### config.mk
export PLATFORM = sky130hd
export DESIGN_NAME = tht_front
export DESIGN_NICKNAME = d
export VERILOG_FILES = /design/src/rtl/ttl_hash_table_unit_macros.svh /design/src/rtl/tht_pkg.sv /design/src/rtl/tht_front.sv
export SDC_FILE = /design/constraint.sdc
export NUM_CORES = 1
export LEC_CHECK = 0
export BUFFER_PORTS_ARGS = -buffer_cell sky130_fd_sc_hd__buf_2
export CORE_MARGIN = 5
export CORE_UTILIZATION = 37
export DETAILED_ROUTE_END_ITERATION = 12
export PLACE_DENSITY = 0.6
export SYNTH_ARGS = -nofsm -noshare
export SYNTH_HDL_FRONTEND = slang
export SYNTH_SLANG_ARGS = --single-unit
### constraint.sdc
create_clock -name clock -period 12.7 [get_ports clock]
set_clock_uncertainty 0.15 [all_clocks]
set_input_delay 1.905 -clock clock [delete_from_list [all_inputs] [get_ports clock]]
set_output_delay 1.905 -clock clock [all_outputs]
set_load 0.005 [all_outputs]
### src/rtl/ttl_hash_table_unit_macros.svh
// ----------------------------------------------------------------------------
// ttl_hash_table_unit assertion macros
// Shared concurrent assertion forms for the hash table unit.
// ----------------------------------------------------------------------------
`ifndef TTL_HASH_TABLE_UNIT_MACROS_SVH
`define TTL_HASH_TABLE_UNIT_MACROS_SVH

// implication checked every cycle outside reset
`define TTL_ASSERT_IMPL(label, clk, rst, ante, cons) \
   label: assert property (@(posedge clk) disable iff (rst) (ante) |-> (cons)) \
      else $error("assertion failed");

// next-cycle implication
`define TTL_ASSERT_NEXT(label, clk, rst, ante, cons) \
   label: assert property (@(posedge clk) disable iff (rst) (ante) |=> (cons)) \
      else $error("assertion failed");

`endif

### src/rtl/tht_pkg.sv
// ----------------------------------------------------------------------------
// tht_pkg
// Types, constants and helpers for the TTL hash table unit.
// ----------------------------------------------------------------------------
package tht_pkg;

   localparam int TABLE_ENTRIES_DEF = 64;
   localparam int KEY_BYTES_DEF     = 8;
   localparam int PERTURB_SHIFT     = 5;

   localparam logic [1:0] OP_ADD        = 2'd0;
   localparam logic [1:0] OP_GET        = 2'd1;
   localparam logic [1:0] OP_INVALIDATE = 2'd2;

   localparam logic [2:0] ST_NEW          = 3'd0;
   localparam logic [2:0] ST_OVERWRITTEN  = 3'd1;
   localparam logic [2:0] ST_EXP_REPLACED = 3'd2;
   localparam logic [2:0] ST_FOUND        = 3'd3;
   localparam logic [2:0] ST_NOT_FOUND    = 3'd4;
   localparam logic [2:0] ST_EXP_ERASED   = 3'd5;
   localparam logic [2:0] ST_INVALIDATED  = 3'd6;
   localparam logic [2:0] ST_FULL         = 3'd7;

   typedef struct packed {
      logic [1:0]  op;
      logic [63:0] key;
      logic [31:0] expiry;
      logic [31:0] payload;
      logic [31:0] now;
   } req_type;

   typedef struct packed {
      logic [2:0]  status;
      logic [31:0] out_expiry;
      logic [31:0] out_payload;
   } rsp_type;

   // classified command handed from front to back
   typedef struct packed {
      logic [1:0]  op;
      logic        nop;
      logic [63:0] nkey;
      logic [63:0] hash;
      logic [31:0] expiry;
      logic [31:0] payload;
      logic [31:0] now;
   } cmd_type;

   function automatic logic [63:0] djb2_step(input logic [63:0] h, input logic [7:0] b);
      djb2_step = (h << 5) + h + {56'd0, b};
   endfunction

endpackage

### src/rtl/tht_front.sv
// ----------------------------------------------------------------------------
// tht_front
// Accepts transactions, normalizes the key and hashes it one byte per cycle.
// ----------------------------------------------------------------------------
module tht_front #(
   parameter int KEY_BYTES = tht_pkg::KEY_BYTES_DEF
) (
   input  logic             clock,
   input  logic             reset,
   input  logic             start,
   input  tht_pkg::req_type req,
   output logic             busy_front,
   output logic             cmd_valid,
   output tht_pkg::cmd_type cmd,
   input  logic             cmd_ready
);
   localparam logic [1:0] S_IDLE = 2'd0;
   localparam logic [1:0] S_HASH = 2'd1;
   localparam logic [1:0] S_HOLD = 2'd2;

   logic [1:0]       state_ff, state_in;
   logic [2:0]       byte_ff, byte_in;
   logic             done_ff, done_in;
   tht_pkg::cmd_type cmd_ff, cmd_in;
   logic [7:0]       cur_byte;

   assign cur_byte   = cmd_ff.nkey[8*byte_ff +: 8];
   assign busy_front = (state_ff != S_IDLE);
   assign cmd_valid  = (state_ff == S_HOLD);
   assign cmd        = cmd_ff;

   always_comb begin
      state_in = state_ff;
      byte_in  = byte_ff;
      done_in  = done_ff;
      cmd_in   = cmd_ff;
      case (state_ff)
         S_IDLE: begin
            if (start) begin
               cmd_in.op      = req.op;
               cmd_in.nkey    = req.key;
               cmd_in.expiry  = req.expiry;
               cmd_in.payload = req.payload;
               cmd_in.now     = req.now;
               cmd_in.hash    = 64'd5381;
               cmd_in.nop     = 1'b0;
               byte_in        = 3'd0;
               done_in        = 1'b0;
               state_in       = S_HASH;
            end
         end
         S_HASH: begin
            if (done_ff || (32'(byte_ff) >= 32'(KEY_BYTES)) || cur_byte == 8'd0) begin
               cmd_in.nkey[8*byte_ff +: 8] = 8'd0;
               done_in = 1'b1;
            end else begin
               cmd_in.hash = tht_pkg::djb2_step(cmd_ff.hash, cur_byte);
            end
            byte_in = byte_ff + 3'd1;
            if (byte_ff == 3'd7) begin
               cmd_in.nop = (cmd_in.nkey == 64'd0) ||
                  !(cmd_ff.op == tht_pkg::OP_ADD || cmd_ff.op == tht_pkg::OP_GET ||
                    cmd_ff.op == tht_pkg::OP_INVALIDATE);
               state_in = S_HOLD;
            end
         end
         S_HOLD: begin
            if (cmd_ready) state_in = S_IDLE;
         end
         default: state_in = S_IDLE;
      endcase
   end

   always_ff @(posedge clock) begin
      if (reset) begin
         state_ff <= S_IDLE;
      end else begin
         state_ff <= state_in;
      end
      byte_ff <= byte_in;
      done_ff <= done_in;
      cmd_ff  <= cmd_in;
   end
endmodule

Word-level counts from Yosys, hierarchy flattened
Cells that the tools add are included.
{"block": "classes", "mux": 16, "n_addsub": 4, "n_eq_ne": 10, "shifts": 3, "reduce_logical": 17}
{"operator": "129-bit one-hot mux with 2 select lines", "count": 1}
{"operator": "225-bit 2-to-1 mux", "count": 1}
{"operator": "64-bit 2-to-1 mux", "count": 3}
{"operator": "64-bit adder", "count": 1}
{"operator": "64-bit by 8-bit adder with 64-bit output", "count": 1}
{"operator": "64-bit bitwise mux", "count": 1}
{"operator": "64-bit zero test", "count": 1}
{"operator": "8-bit by 34-bit variable shift with 64-bit output, first input constant", "count": 1}
{"operator": "64-bit by 7-bit indexed part select with 8-bit output", "count": 1}
{"operator": "8-bit by 34-bit indexed part select with 64-bit output, first input constant", "count": 1}
{"operator": "6-bit negator with 34-bit output", "count": 1}
{"operator": "3-bit AND reduction", "count": 4}
{"operator": "8-bit zero test", "count": 1}
{"operator": "2-bit inequality test, second input constant", "count": 4}
{"operator": "2-bit 2-to-1 mux", "count": 3}
{"operator": "2-bit one-hot mux with 3 select lines", "count": 1}
{"operator": "3-bit one-hot mux with 2 select lines", "count": 1}
{"operator": "2-bit by 1-bit equality test with 1-bit output, second input constant", "count": 2}
{"operator": "2-bit equality test, second input constant", "count": 2}
{"operator": "2-bit zero test", "count": 2}
{"operator": "1-bit logical OR", "count": 4}
{"operator": "2-bit AND reduction", "count": 2}
{"operator": "2-bit nonzero test", "count": 2}
{"operator": "3-bit by 1-bit adder with 3-bit output, second input constant", "count": 1}
{"operator": "6 further kinds", "count": 8}
{"block": "word_totals", "regBits": 233, "word_cells": 60, "output_inout_bits": 229, "in_bits": 166}

Depth between registers and ports, before layout
Gate-level depths: netlist (run 1).
{"block": "logic_depth", "word_depth": 9, "depth_mapped": 17, "mapped_depth_nobuf": 15}

Worst setup path before layout (run 1)
No wires, ideal clock.
{"block": "synth_timing", "kind": "register to register", "start": "reg byte_ff[0]", "end": "reg cmd_ff, in the netlist cmd[100], enable pin", "path_stages_with_launch": 8, "path_buffers": 2, "t_required_ns": 11.976, "arrival_time_ns": 6.146, "slack_ns": 5.830, "period_less_slack_ns": 6.870, "setup_time_ns": 0.574, "path_cell_list": "edfxtp_1 > buf_6 > buf_2 > inv_1 > mux4_2 > nor3_2 > a311o_2 > o21ai_0"}
{"block": "synth_between", "elab_chain_len": 5}
{"item": "start, declared", "line_no": "tht_front.sv:22", "source": "logic [2:0] byte_ff, byte_in;"}
{"item": "start signal, assigned", "line_no": "tht_front.sv:80", "source": "byte_ff <= byte_in;"}
{"item": "64-bit by 7-bit indexed part select with 8-bit output", "line_no": "tht_front.sv:27", "source": "assign cur_byte = cmd_ff.nkey[8*byte_ff +: 8];"}
{"item": "8-bit zero test", "line_no": "tht_front.sv:53", "source": "if (done_ff || (32'(byte_ff) >= 32'(KEY_BYTES)) || cur_byte == 8'd0) begin"}
{"item": "1-bit logical OR", "line_no": "tht_front.sv:53"}
{"item": "2-bit inequality test (no line)"}
{"item": "3-bit AND reduction (no line)"}
{"item": "end signal, assigned", "line_no": "tht_front.sv:82", "source": "cmd_ff <= cmd_in;"}
{"item": "end, declared", "line_no": "tht_front.sv:24", "source": "tht_pkg::cmd_type cmd_ff, cmd_in;"}
No other way between the ends.
A chain may end at the register's enable or synchronous reset.

==> results.yml, run 1 <==
status:
  outcome: "complete, no violations"
global_route:
  antenna_found_initial: 10
  grt.total_usage_pct: 21.22
  grt_max_degree: 94
  grt-ovfl-total: 0
  grt_pass1_vias: 11420
  grt_first_pass_wirelength_mm: 68.35
floorplan:
  rows: 70
  die_h_um: 201.8
  start_util_pct: 37.35
  pin_count: 395
  coreArea_um2: 36430
  die_w_um: 201.8
  dieArea_um2: 40710
clock_tree:
  h-tree-depth: 1
  cts_setup_buffers: 0
  hold_buffers: 0
  cts_max_path_buffers: 3
  cts_made_buffers: 27
  cts_tree: "built"
  cts.sinks: 233
  path_clk_slew_ps: 60
  cts-root-buf: "clkbuf_16"
  ctsResizeCount: 0
  clk_latency_ps: 560
power_and_ir_drop:
  power_leakage_nw: 7.488
  power_density_nw_per_um2: 190.4
  vdd_drop_max_mv: 0.1180
sta:
  setup_violations: 0
  drv_slew: 0
  finalCriticalPeriod_ps: 5391
  fmax_ghz: 0.1855
  min_period_over_period_pct: 42.45
  relSlewSlack_pct: 20.81
  finalHoldViolations: 0
  rsz0062_at_grt: "false"
  tns_ps: 0
  worst_pin_slew_ps: 1188
  finalWorstSetupSlack_ps: 7309
setup_path:
  cp-start-kind: "flop"
  crit_required_ps: 12830
  cp_top_family: "compound AO/OA/AOI/OAI gates"
  path_depth: 15
  cp.arrival_ps: 5520
  crit_slowest_cell: "edfxtp_1"
  max_stage_delay_ps: 870
  cp_max_fo: 22
  timing_worst_setup_path_type: "reg2reg"
  reg2reg_depth: 15
  crit_chain: "mux4_2 > nand2_1 > nand2_1 > ha_1 > ha_1 > fa_1 > a21o_1 > a221oi_1 > o211ai_1 > nor2b_1 > o21ai_0 > o211ai_1 > o2111ai_1 > nand3_1 > nor3b_1"
  crit_path_end_kind: "flop"
  critPathBufInv: 0
placed_design:
  place_inst: 1964
  pre_cts_slack_ps: 7369
  place_hpwl_mm: 35.65
  gp_congestion: 0.8706
  numPortBuffers: 394
  placed_cell_area_um2: 16000
logic_synthesis:
  synth_seq_area_share_pct: 51.27
  avgSynthCellArea_um2: 11.81
  synth_top_flop_cell: "edfxtp_1"
  synth_top_area_share_pct: 50.98
  synth_edf_count: 231
  yosys-top-cells-area: "edfxtp_1 51%, ha_1 12%, a22o_1 4.1%"
  ys_ff_latch: 233
  synthCells: 1152
  synth_top_cells_by_count: "231 x edfxtp_1, 129 x ha_1, 84 x a21oi_1"
  yosysMostFrequentCell: "edfxtp_1"
  async_flop_share_pct: 0
  syn-cell-area_um2: 13610
  synth_cell_types: 65
  synth.largest_area_cell: "edfxtp_1"
  synth_nets: 1451
  yosysWarnings: 0
drt:
  firstDrtPassIters: 6
  first_iter_violations: 895
  num_vias: 11160
  drc_errors: 0
  wirelength_mm: 44.94
  ant_nets: 0
  viasPerCell: 5.534
  wl_per_cell_um: 22.29
worst_hold_path:
  hold_depth: 1
  min_path_type: "reg2reg"
finish:
  drive_gt1_share_pct: 30.42
  final_cell_area_um2: 16900
  final-instance-count-excl-fill: 2016
  syn2layout_area_growth_pct: 24.22
  post-route-util_pct: 46.39
  final_nets: 1824
  num-fill-cells: 3423
job:
  maxCapViolations: 0
==> metrics by stage <==
stage	hold slack, ps	power, mW
global placement	464.7	2.421
finish	479.2	3.219
CTS	476.4	3.241
detailed placement	460.2	2.436
global route	499.7	3.440
floorplan	398.8	2.011
==> registers in the layout (all words and copies together), names as in the netlist <==
register and cells:
cmd 227, done_ff 1, byte_ff 3, state_ff 2
==> layout by cell type, fill, tap and decap left out, drive strengths merged, types with 11 or more instances in the layout <==
cell type    n
clkinv      13
and2        13
nor4        11
o21bai      15
edfxtp     231
inv         23
xor2        26
nor3        29
mux4        17
a21oi       84
ha         129
nand3       22
clkbuf      31
buf        399
nor2        84
xnor2       22
nand4       20
nand2       82
o21ai       43
or4         11
a22o        64
and3        11
a21o        44
==> cell families (layout without fill, tap and decap cells) <==
logic type	Yosys count	count (layout)	synth area share, %
XOR/XNOR	48	48	3.090
AND/OR/NAND/NOR	316	316	11.27
adder cells (fa/ha/maj)	133	133	12.45
buffers and inverters	78	471	2.262
flip-flops	233	233	51.27
other	0	3	0
AO/OA/AOI/OAI	325	325	16.58
multiplexers	19	19	3.071
==> layout make-up <==
cell class	count	area (um^2)	share of cell area, %
Antenna cell	3	7.507	0.04441
Clock buffer	31	690.7	4.086
Timing Repair Buffer	399	2009	11.89
Sequential cell	233	6977	41.28
Multi-Input combinational cell	841	6340	37.51
Clock inverter	18	205.2	1.214
Inverter	23	87.58	0.5182
Tap cell	468	585.6	3.464
==> layer usage <==
| layer | global-route usage, % | share of wire [%] | vias to the layer above |
|---|---|---|---|
| met5 | 0 | 0.11 | - |
| met4 | 4.736 | 2.0 | 8 |
| met3 | 5.230 | 7.6 | 73 |
| met2 | 36.10 | 49 | 475 |
| met1 | 27.62 | 41 | 5360 |
| li1 | - | - | 5240 |
==> power breakdown <==
| part | total, mW | switching, mW | internal (mW) |
|---|---|---|---|
| combinational | 1.32 | 0.773 | 0.544 |
| sequential | 1.11 | 0.116 | 0.991 |
| clock | 0.795 | 0.324 | 0.472 |
| total | 3.22 | 1.21 | 2.01 |
==> worst paths after layout <==
| path | from | endpoint | slack [ps] |
|---|---|---|---|
| worst max-delay path | byte_ff[2] | cmd[151] | 7310 |
| worst min-delay path | cmd[165] | cmd[165] | 480 |
| worst max register to register | byte_ff[2] | cmd[151] | 7310 |
| worst min register to register | cmd[165] | cmd[165] | 480 |
Note: power is estimated with default switching activity, not from simulation.
==> run 2: changes to the inputs <==
- clock period: 12.7 -> 5 ns (I/O delays scaled with it)
==> results.yml, run 2 (same netlist as run 1, synthesis figures left out) <==
clock_tree:
  cts-root-buf: "clkbuf_16"
  cts_tree: "built"
  hold_buffers: 0
  cts.sinks: 233
  h-tree-depth: 1
  cts_max_path_buffers: 3
  clk_latency_ps: 580
  path_clk_slew_ps: 60
  cts_made_buffers: 28
floorplan:
  rows: 70
  dieArea_um2: 40710
  die_w_um: 201.8
  coreArea_um2: 36430
  start_util_pct: 37.35
  pin_count: 395
  die_h_um: 201.8
finish:
  drive_gt1_share_pct: 32.40
  seqCellArea_um2: 6977
  largest_reg_flops: 227
  num-fill-cells: 3452
  post-route-util_pct: 47.12
  final_common_cell: "buf_2"
  syn2layout_area_growth_pct: 26.16
  mostFrequentLayoutCells: "394 x buf_2, 231 x edfxtp_1, 129 x ha_1, 84 x a21oi_1, 83 x nor2_1"
  multi_input_area_um2: 6406
  final_nets: 1851
  final-instance-count-excl-fill: 2044
global_route:
  grt.total_usage_pct: 21.81
  antenna_found_initial: 2
  grt_max_degree: 79
  grt-ovfl-total: 0
  grt_first_pass_wirelength_mm: 69.75
  grt_pass1_vias: 11510
setup_path:
  crit_start: "byte_ff[0]"
  timing_worst_setup_path_type: "reg2reg"
  crit_chain: "buf_12 > mux4_1 > mux2i_1 > fa_1 > inv_1 > ha_1 > a21o_1 > a31o_2 > o211ai_1 > buf_4 > a2111oi_1 > buf_4 > o31a_1 > buf_4 > or2_2 > a21oi_1 > xor2_1 > nor2_1"
  max_stage_delay_ps: 570
  crit_path_end_kind: "flop"
  crit_slowest_cell: "mux4_1"
  critPathMostFrequentCell: "buf_4"
  critPathBufInv: 5
  regToRegStartpoint: "byte_ff[0]"
  rrSetupSlack_ps: 260
  cp_top_family: "compound AO/OA/AOI/OAI gates"
  cp.arrival_ps: 4890
  cp_max_fo: 6
  crit_required_ps: 5150
  cp-start-kind: "flop"
  reg2reg_depth: 18
  reg2reg_to: "cmd[136]"
power_and_ir_drop:
  power_mw: 8.232
  vdd_drop_max_mv: 0.3427
  p_clk_share_pct: 23.8
  seq_power_share_pct: 34.0
  p_int_mw: 5.045
  combPwrFrac_pct: 42.2
  p_switching_mw: 3.187
  netSwitchingFraction_pct: 38.71
  power_density_nw_per_um2: 479.5
  power_leakage_nw: 7.593
drt:
  firstDrtPassIters: 6
  first_iter_violations: 724
  drc_errors: 0
  wirelength_mm: 46.38
  ant_nets: 0
  viasPerCell: 5.504
  num_vias: 11250
  wl_per_cell_um: 22.69
worst_hold_path:
  worstHoldStart: "req[59]"
  hold_depth: 1
  hold_end: "cmd[59]"
  min_path_type: "in2reg"
sta:
  drv_slew: 0
  finalHoldViolations: 0
  finalWorstSetupSlack_ps: 258.1
  worst_pin_slew_ps: 1048
  rsz0062_at_grt: "true"
  min_period_over_period_pct: 94.84
  fmax_ghz: 0.2109
  setup_violations: 0
  finalCriticalPeriod_ps: 4742
  relSlewSlack_pct: 29.86
  hold_ws_ps: 200.1
placed_design:
  gp_congestion: 0.9199
  numPortBuffers: 394
  pre_cts_slack_ps: -279.3
  place_hpwl_mm: 36.41
  place_inst: 1982
job:
  maxCapViolations: 0
status:
  outcome: "complete, no violations"
==> run 2: worst max path at each step <==
stage / to / slack [ps] / cells after the start
6_report: cmd[136] / 260 / 18
2_1_floorplan: cmd[151] / 230 / 17
3_3_place_gp: cmd[132] / -270 / 15
4_1_cts: cmd[158] / 80 / 16
5_1_grt: cmd[152] / -50 / 15
3_5_place_dp: cmd[156] / -280 / 15
==> run 2: area by class of cell <==
cell class                 count  share of cell area [%]
clock inverter                20                  0.9257
timing repair buffer         425                   12.99
multi-input combinational    841                   37.32
sequential                   233                   40.64
inverter                      23                  0.5175
clock buffer                  32                   4.169
tap                          468                   3.411
antenna                        2                 0.02915
==> run 2: worst register-to-register path, cell delays in order (launching register included) <==
cell       delay [ps]
edfxtp_1          450
buf_12            150
mux4_1            580
mux2i_1           200
fa_1              430
inv_1              60
ha_1              270
a21o_1            240
a31o_2            250
o211ai_1          170
buf_4             150
a2111oi_1          80
buf_4             150
o31a_1            330
buf_4             150
or2_2             280
a21oi_1           160
xor2_1            150
nor2_1             50
==> run 2: power groups by stage <==
stage	registers [mW]	logic (mW)	clock network, mW
after floorplan	2.75	2.35	0
after global placement	2.84	3.35	0
after detailed placement	2.85	3.38	0
after CTS	2.81	3.41	2.01
after global routing	2.83	3.88	2.09
final	2.80	3.47	1.96
==> run 2: per-stage QoR <==
stage	setup TNS, ps	area (um^2)
2_1_floorplan	0	13610
3_3_place_gp	-1044	16140
3_5_place_dp	-1032	16140
4_1_cts	0	17040
5_1_grt	-51.99	17160
6_report	0	17170
==> run 2: metal layers <==
| metal | vias up | track usage [%] | share of wire, % |
|---|---|---|---|
| li1 | 5299 | - | - |
| met5 | - | 0 | 0 |
| met4 | 0 | 5.542 | 2.6 |
| met1 | 5392 | 27.67 | 41 |
| met2 | 491 | 37.34 | 49 |
| met3 | 69 | 5.695 | 8.1 |
==> run 2: what timing repair did <==
item,CTS,global route
pin swaps,0,4
gates resized for setup,2,13
gates cloned,0,0
setup endpoints to repair,9,19
buffers inserted,2,6
==> run 3: changes to the inputs <==
- CELL_PAD_IN_SITES_DETAIL_PLACEMENT: unset -> 0
- CELL_PAD_IN_SITES_GLOBAL_PLACEMENT: unset -> 1
- PLACE_DENSITY: 0.6 -> 0.74
==> results.yml, run 3 (same netlist as run 1, synthesis figures left out) <==
worst_hold_path:
  hold_depth: 1
  hold_end: "cmd[20]"
  min_path_type: "in2reg"
  worstHoldStart: "req[20]"
clock_tree:
  hold_buffers: 0
  cts_made_buffers: 27
  clk_latency_ps: 560
  h-tree-depth: 1
  cts.sinks: 233
  cts_max_path_buffers: 3
  cts_tree: "built"
  cts-root-buf: "clkbuf_16"
  path_clk_slew_ps: 70
setup_path:
  cp.arrival_ps: 5090
  cp-start-kind: "flop"
  reg2reg_to: "cmd[150]"
  critPathMostFrequentCell: "buf_4"
  crit_chain: "buf_12 > mux4_2 > mux2i_1 > fa_1 > inv_1 > ha_1 > a21o_1 > a31o_2 > o211ai_1 > buf_4 > a2111oi_2 > buf_4 > o31a_1 > o2111ai_2 > buf_4 > a211oi_2 > o21a_1 > nor3_1"
  timing_worst_setup_path_type: "reg2reg"
  regToRegStartpoint: "byte_ff[0]"
  crit_required_ps: 5250
  reg2reg_depth: 18
  rrSetupSlack_ps: 160
  max_stage_delay_ps: 570
  crit_path_end_kind: "flop"
  crit_slowest_cell: "mux4_2"
  cp_max_fo: 15
sta:
  worst_pin_slew_ps: 1209
  min_period_over_period_pct: 96.79
  finalHoldViolations: 0
  drv_slew: 0
  fmax_ghz: 0.2066
  finalCriticalPeriod_ps: 4839
  setup_violations: 0
  tns_ps: 0
  rsz0062_at_grt: "true"
  relSlewSlack_pct: 19.41
status:
  outcome: "complete, no violations"
finish:
  syn2layout_area_growth_pct: 25.47
  final_nets: 1841
  num-fill-cells: 3436
  seqCellArea_um2: 6977
  drive_gt1_share_pct: 32.31
  final_common_cell: "buf_2"
  final_cell_area_um2: 17070
  post-route-util_pct: 46.86
  multi_input_area_um2: 6411
  mostFrequentLayoutCells: "394 x buf_2, 231 x edfxtp_1, 129 x ha_1, 84 x a21oi_1, 83 x nor2_1"
  largest_reg_flops: 227
drt:
  firstDrtPassIters: 5
  wl_per_cell_um: 22.77
  drc_errors: 0
  ant_nets: 0
  wirelength_mm: 46.28
  num_vias: 11260
  viasPerCell: 5.539
  first_iter_violations: 690
floorplan:
  coreArea_um2: 36430
  die_w_um: 201.8
  die_h_um: 201.8
  dieArea_um2: 40710
  rows: 70
  pin_count: 395
  start_util_pct: 37.35
global_route:
  grt_first_pass_wirelength_mm: 69.44
  grt-ovfl-total: 0
  antenna_found_initial: 5
  grt_pass1_vias: 11650
  grt.total_usage_pct: 21.66
  grt_max_degree: 65
placed_design:
  placed_cell_area_um2: 16120
  place_hpwl_mm: 36.64
  numPortBuffers: 394
  gp_congestion: 0.8739
power_and_ir_drop:
  vdd_drop_max_mv: 0.2501
  power_leakage_nw: 7.550
  power_density_nw_per_um2: 477.9
  power_mw: 8.158
job:
  maxCapViolations: 0
[run 3: cell types whose count changed in the layout (fill, tap and decap cells not counted), moves of 2 or more]
cell	previous run	this run
clkinv_1	3	1
clkinv_2	5	8
clkinvlp_4	9	6
inv_6	1	4
buf_4	29	20
clkbuf_1	4	2
[run 3: routing by layer]
layer / global-route usage [%] / part of all wire, %
met1: 27.91 / 42
met4: 5.615 / 2.5
met5: 0 / 0.069
met2: 36.90 / 49
met3: 5.182 / 7.2
[run 3: timing repair]
item,4_1_cts,5_1_grt
setup endpoints to repair,2,21
buffers inserted,0,4
pin swaps,0,5
gates resized for setup,3,14
[run 3: power breakdown]
group / total (mW) / switching, mW / leakage, nW / internal [mW]
combinational: 3.47 / 2.04 / 4.84 / 1.43
sequential: 2.79 / 0.279 / 2.31 / 2.51
clock: 1.90 / 0.873 / 0.404 / 1.03
total: 8.16 / 3.19 / 7.55 / 4.97
[run 3: cell type report]
type | count | area share [%]
clock buffer | 30 | 4.082
inverter | 23 | 0.5130
clock inverter | 20 | 0.8648
tap | 468 | 3.430
antenna | 2 | 0.02931
sequential | 233 | 40.86
timing repair buffer | 416 | 12.66
multi-input combinational | 841 | 37.55
[run 3: stage by stage]
step / setup slack, ps / cells / hold slack [ps]
after floorplan: 234.7 / 1152 / 398.8
after global placement: 25.37 / 1977 / 447.5
after detailed placement: -22.68 / 1977 / 460.7
after CTS: 43.51 / 2027 / 174.1
after global routing: -40.18 / 2031 / 182.4
final: 160.7 / 2033 / 209.9
[run 3: worst max path at each step]
stage | from | to | slack [ps] | cells after the start
2_1_floorplan | byte_ff[0] | cmd[151] | 230 | 17
6_report | byte_ff[0] | cmd[150] | 160 | 18
5_1_grt | byte_ff[0] | cmd[142] | -40 | 18
4_1_cts | byte_ff[0] | cmd[155] | 40 | 18
3_5_place_dp | byte_ff[0] | cmd[132] | -20 | 15
3_3_place_gp | byte_ff[0] | cmd[132] | 30 | 15
[run 3: critical path: cells and delay by family, from the launching register on]
family,cells,cell delay [ps]
fa+ha+maj,2,720
compound gates,8,1640
flops,1,460
mux,2,780
buf+inv,5,770
simple gates,1,160
